[config.mk]
export PLATFORM = sky130hd
export DESIGN_NAME = itd_ctrl
export DESIGN_NICKNAME = d
export VERILOG_FILES = /design/src/rtl/itd_pkg.sv /design/src/rtl/itd_ctrl.sv
export SDC_FILE = /design/constraint.sdc
export NUM_CORES = 1
export LEC_CHECK = 0
export ABC_AREA = 1
export BUFFER_PORTS_ARGS = -buffer_cell sky130_fd_sc_hd__buf_2
export CORE_AREA = 2 2 39 41
export DETAILED_ROUTE_END_ITERATION = 8
export DIE_AREA = 0 0 41 43
export PLACE_DENSITY = 0.48
export SLEW_MARGIN = 10
export SYNTH_ARGS = -nofsm -noshare
export SYNTH_HDL_FRONTEND = slang
export SYNTH_SLANG_ARGS = --single-unit
[constraint.sdc]
create_clock -name clk -period 1.2 [get_ports clk]
set_input_delay 0.12 -clock clk [delete_from_list [all_inputs] [get_ports clk]]
set_output_delay 0.12 -clock clk [all_outputs]
set_load 0.01 [all_outputs]
[src/rtl/itd_pkg.sv]
// ----------------------------------------------------------------------------
// itd_pkg
// Shared widths, constants and controller/datapath types for the
// integer to decimal text converter.
// ----------------------------------------------------------------------------
`default_nettype none

package itd_pkg;

  localparam int VALUE_W    = 32;
  localparam int CAP_W      = 8;
  localparam int CHAR_W     = 8;
  localparam int MAX_DIGITS = 10;
  localparam int DIGIT_W    = 4;
  localparam int CNT_W      = 4;
  localparam int QUOT_W     = 29;
  localparam int RECIP_SH   = 35;

  localparam logic [VALUE_W-1:0] RECIP_TEN  = 32'hCCCC_CCCD;
  localparam logic [CHAR_W-1:0]  CHAR_ZERO  = 8'h30;
  localparam logic [CHAR_W-1:0]  CHAR_MINUS = 8'h2D;
  localparam logic [CAP_W-1:0]   MIN_CAP    = 8'd2;

  typedef logic signed [VALUE_W-1:0] value_t;
  typedef logic [CAP_W-1:0]          cap_t;
  typedef logic [CHAR_W-1:0]         char_t;
  typedef logic [DIGIT_W-1:0]        digit_t;
  typedef logic [CNT_W-1:0]          cnt_t;

  typedef struct packed {
    logic load;
    logic step;
    logic setup;
    logic advance;
  } itd_cmd_t;

  typedef struct packed {
    logic quot_zero;
    logic emit_last;
  } itd_stat_t;

endpackage

`default_nettype wire

[src/rtl/itd_ctrl.sv]
// ----------------------------------------------------------------------------
// itd_ctrl
// Sequencer: accept, divide-by-ten digit loop, emit setup, item output.
// ----------------------------------------------------------------------------
`default_nettype none

module itd_ctrl (
  input  logic              clk,
  input  logic              rst,
  input  logic              in_valid,
  output logic              in_ready,
  output logic              out_valid,
  input  logic              out_ready,
  output itd_pkg::itd_cmd_t cmd,
  input  itd_pkg::itd_stat_t stat
);
  import itd_pkg::*;

  typedef enum logic [1:0] {
    S_IDLE,
    S_CONV,
    S_SETUP,
    S_EMIT
  } state_t;

  state_t state;

  always_comb begin
    cmd.load    = (state == S_IDLE) && in_valid && in_ready;
    cmd.step    = (state == S_CONV);
    cmd.setup   = (state == S_SETUP);
    cmd.advance = (state == S_EMIT) && out_valid && out_ready;
  end

  always_ff @(posedge clk) begin
    if (rst) begin
      state     <= S_IDLE;
      in_ready  <= 1'b1;
      out_valid <= 1'b0;
    end else begin
      unique case (state)
        S_IDLE: begin
          if (in_valid && in_ready) begin
            state    <= S_CONV;
            in_ready <= 1'b0;
          end
        end
        S_CONV: begin
          if (stat.quot_zero) begin
            state <= S_SETUP;
          end
        end
        S_SETUP: begin
          state     <= S_EMIT;
          out_valid <= 1'b1;
        end
        S_EMIT: begin
          if (out_valid && out_ready && stat.emit_last) begin
            state     <= S_IDLE;
            out_valid <= 1'b0;
            in_ready  <= 1'b1;
          end
        end
        default: begin
          state     <= S_IDLE;
          out_valid <= 1'b0;
          in_ready  <= 1'b1;
        end
      endcase
    end
  end

endmodule

`default_nettype wire

==> Flow_metrics.wiki <==
{| class="wikitable"
! Metric !! Value
|-
| Warning count from the yosys run || 0
|-
| Synthesized cell area || 340 sq um
|-
| Global-route track usage on met2 || between 10% and 20%
|-
| Maximum number of pins on one net before global-route repair || 6
|-
| Fill cell total of the finished layout || 154
|-
| Fraction of the core area covered by cells at the end of the flow || 36.9%
|-
| Count of endpoints failing hold in the final timing report || 0
|-
| Max Freq || 831 MHz
|-
| Total Power Consumption || approximately 1.1 mW
|-
| Routed vias || 322
|-
| Area Overhead vs Synth || 50.0%
|-
| Setup slack at placement || 0.0146 ns
|-
| Clk Latency, worst-skew pair || 0.23 ns
|-
| IR Drop Worst-Case VDD || 0.000540 V
|-
| Hold buffers post-CTS || 0
|-
| Final antenna-violating net count || 0
|-
| Count of different cell masters after synthesis || 14
|-
| Longest individual stage delay on the worst path || 0.37 ns
|-
| Slew HR || a little over 90%
|-
| Seq cells post-synth || 4
|-
| Met1 GRT Util || 11.3%
|-
| Pwr per Cell Area || 2230 nW/um^2
|-
| Mapped Nets || 54
|-
| Residual DRC || 0
|-
| Global-route congestion overflow total || 0
|-
| Slew at the pin with the worst max-slew slack || approximately 0.14 ns
|-
| Total Wirelength || between 600 and 700 um
|-
| Cell with the largest stage delay on the worst path || dfxtp_4
|-
| Max-cap check violation count || 0
|-
| GR Layer Usage met3 || 3.14%
|-
| Setup repair after global routing missed its margin || yes
|-
| Number of instances in the synthesized netlist || 43
|-
| Rows || 14
|-
| Diode insertion count for antenna repair || 0
|-
| Clock tree from TritonCTS || yes
|-
| Largest fanout of any net on the critical path || 3
|-
| Result of the run || finished with violations
|-
| Type of the worst setup path || flip-flop to output pin
|-
| Setup Skew || 0.000794 ns
|-
| Routed wire length per instance || 8.44 um
|-
| DP HPWL || 516 um
|-
| Post-detailed-route via-to-cell ratio || roughly 4.1
|-
| Critical path startpoint category || flip-flop
|-
| Placer's final routability congestion estimate || ~0.7
|-
| Number of I/O pins || 12
|-
| Width of the die || around 41 um
|-
| CTS buffer count || 3
|-
| Critical path data required time || 1.08 ns
|-
| Worst-path clk slew || 0.03 ns
|-
| Global-route wire length before repair || 1190 um
|-
| Worst path bufs/invs || 3
|-
| Maximum number of buffers from clock root to sink || 2
|-
| Length of the first detailed-routing pass in iterations || 2
|-
| Largest area contributor in the netlist || dfxtp_1
|-
| Vias in the first global route || a little over 300
|-
| Worst-path cell chain || buf_6 > ha_4 > inv_2 > nor2_1 > buf_2
|-
| Initial core utilization || 24.6%
|-
| Violations in the final reports || setup timing
|-
| Commonest cells after routing, fill and taps aside || buf_2, nand2_1, inv_1, nor2_1
|-
| Die ar. || 1760 sq um
|-
| Final net count || 75
|-
| Number of levels in the clock H-tree || 1
|-
| Overall fraction of global-route tracks in use || 10.6%
|-
| Final WS setup || -0.00265 ns
|-
| Number of max-slew violations in the final report || 0
|-
| Top cells by area in the synthesized netlist || dfxtp_1, ha_1, bufinv_8, nand2_1, inv_1
|-
| Sequential cell area fraction in the yosys report || 23.5%
|-
| Floorplan Core Area || 1380 sq um
|-
| Post-route clock period utilization || 100%
|-
| GRT busiest layer || met2
|-
| Period minus WS final || 1.20 ns
|-
| Crit-path leading delay family || flip-flops
|-
| Number of input and output port buffers inserted || 11
|-
| Overall die height || 43 um
|-
| Total of endpoints with negative setup slack in the final report || 1
|-
| Leak || roughly 0.27 nW
|-
| Signal arrival time at the worst endpoint || ~1.1 ns
|-
| Initial antenna violation count || 0
|-
| Post-synthesis area per instance || 7.91 sq um
|-
| Root buffer cell || clkbuf_4
|-
| Fraction of layout cells with a size suffix above 1 || 53.2%
|-
| Leading cell type in the layout, fill and taps excluded || buf_2
|-
| Clock Sink Count || 4
|-
| Crit path capture type || output pin
|-
| Min-delay worst type || primary input to flip-flop
|-
| Top cell type's share of synthesized area || between 20% and 30%
|-
| Number of design-rule violations left by the first detailed-router iteration || 3
|}
[power by group]
part	leakage, nW	internal [mW]	switching [mW]
registers	0.0344	0.204	0.0716
clock network	0.0138	0.111	0.0497
logic	0.217	0.335	0.366
total	0.266	0.650	0.487
[Yosys cell counts]
library cell,n
ha_1,5
a21oi_1,1
nand2_4,2
nand3_1,2
nand3_2,2
dfxtp_1,4
nand2_2,1
bufinv_8,2
nor2_1,6
inv_2,1
nand2_1,7
nor3_1,1
inv_1,6
nand4_1,3
[flip-flops by register name, summed over array words and instances, names as in the netlist]
register	count
state	2
in_ready	1
out_valid	1
[cells by family (layout without fill, tap and decap cells)]
| logic type | count (synthesis) | after routing | share of synthesized area [%] |
|---|---|---|---|
| adders and majority gates | 5 | 5 | 18.4 |
| buffers and inverters | 9 | 28 | 18.0 |
| DFF | 4 | 4 | 23.5 |
| and+or+nand+nor | 24 | 24 | 38.6 |
| AOI/OAI and AO/OA | 1 | 1 | 1.47 |
[cell type report]
class	count	area [sq um]	area share (%)
clock buffers	3	22.5	4.41
inverters	9	48.8	9.56
multi-input cells	30	231	45.3
flip-flops and latches	4	87.6	17.2
well taps	16	20.0	3.92
repair buffers	16	100	19.6
[worst paths after layout]
kind	start	cells after the start	slack [ns]	to
setup / recovery	state[0]	5	-0.003	cmd[0]
hold reg to reg	in_ready	2	0.48	in_ready
setup reg to reg	state[0]	8	0.05	state[0]
hold / removal	rst	2	0.07	out_valid
[per-stage QoR]
stage	setup TNS (ns)	instance area (sq um)	hold WS, ns	cells
floorplan	0	340	0.199	43
global placement	0	430	0.306	72
detailed placement	0	430	0.306	72
CTS	-0.0492	490	0.0604	76
global route	-0.164	510	0.0612	78
finish	-0.00265	510	0.0659	78
[what timing repair did]
item / 4_1_cts / 5_1_grt
buffers inserted: 1 / 2
pin swaps: 2 / 6
resized for setup: 7 / 7
setup endpoints to repair: 3 / 7
[layer usage]
layer  up-vias  part of all wire, %
met5         -                    0
met4         0                  5.2
met3         5                  5.2
met2         7                   49
met1       137                   41
li1        173                    -
No activity file was read; power rests on OpenSTA's default activity.
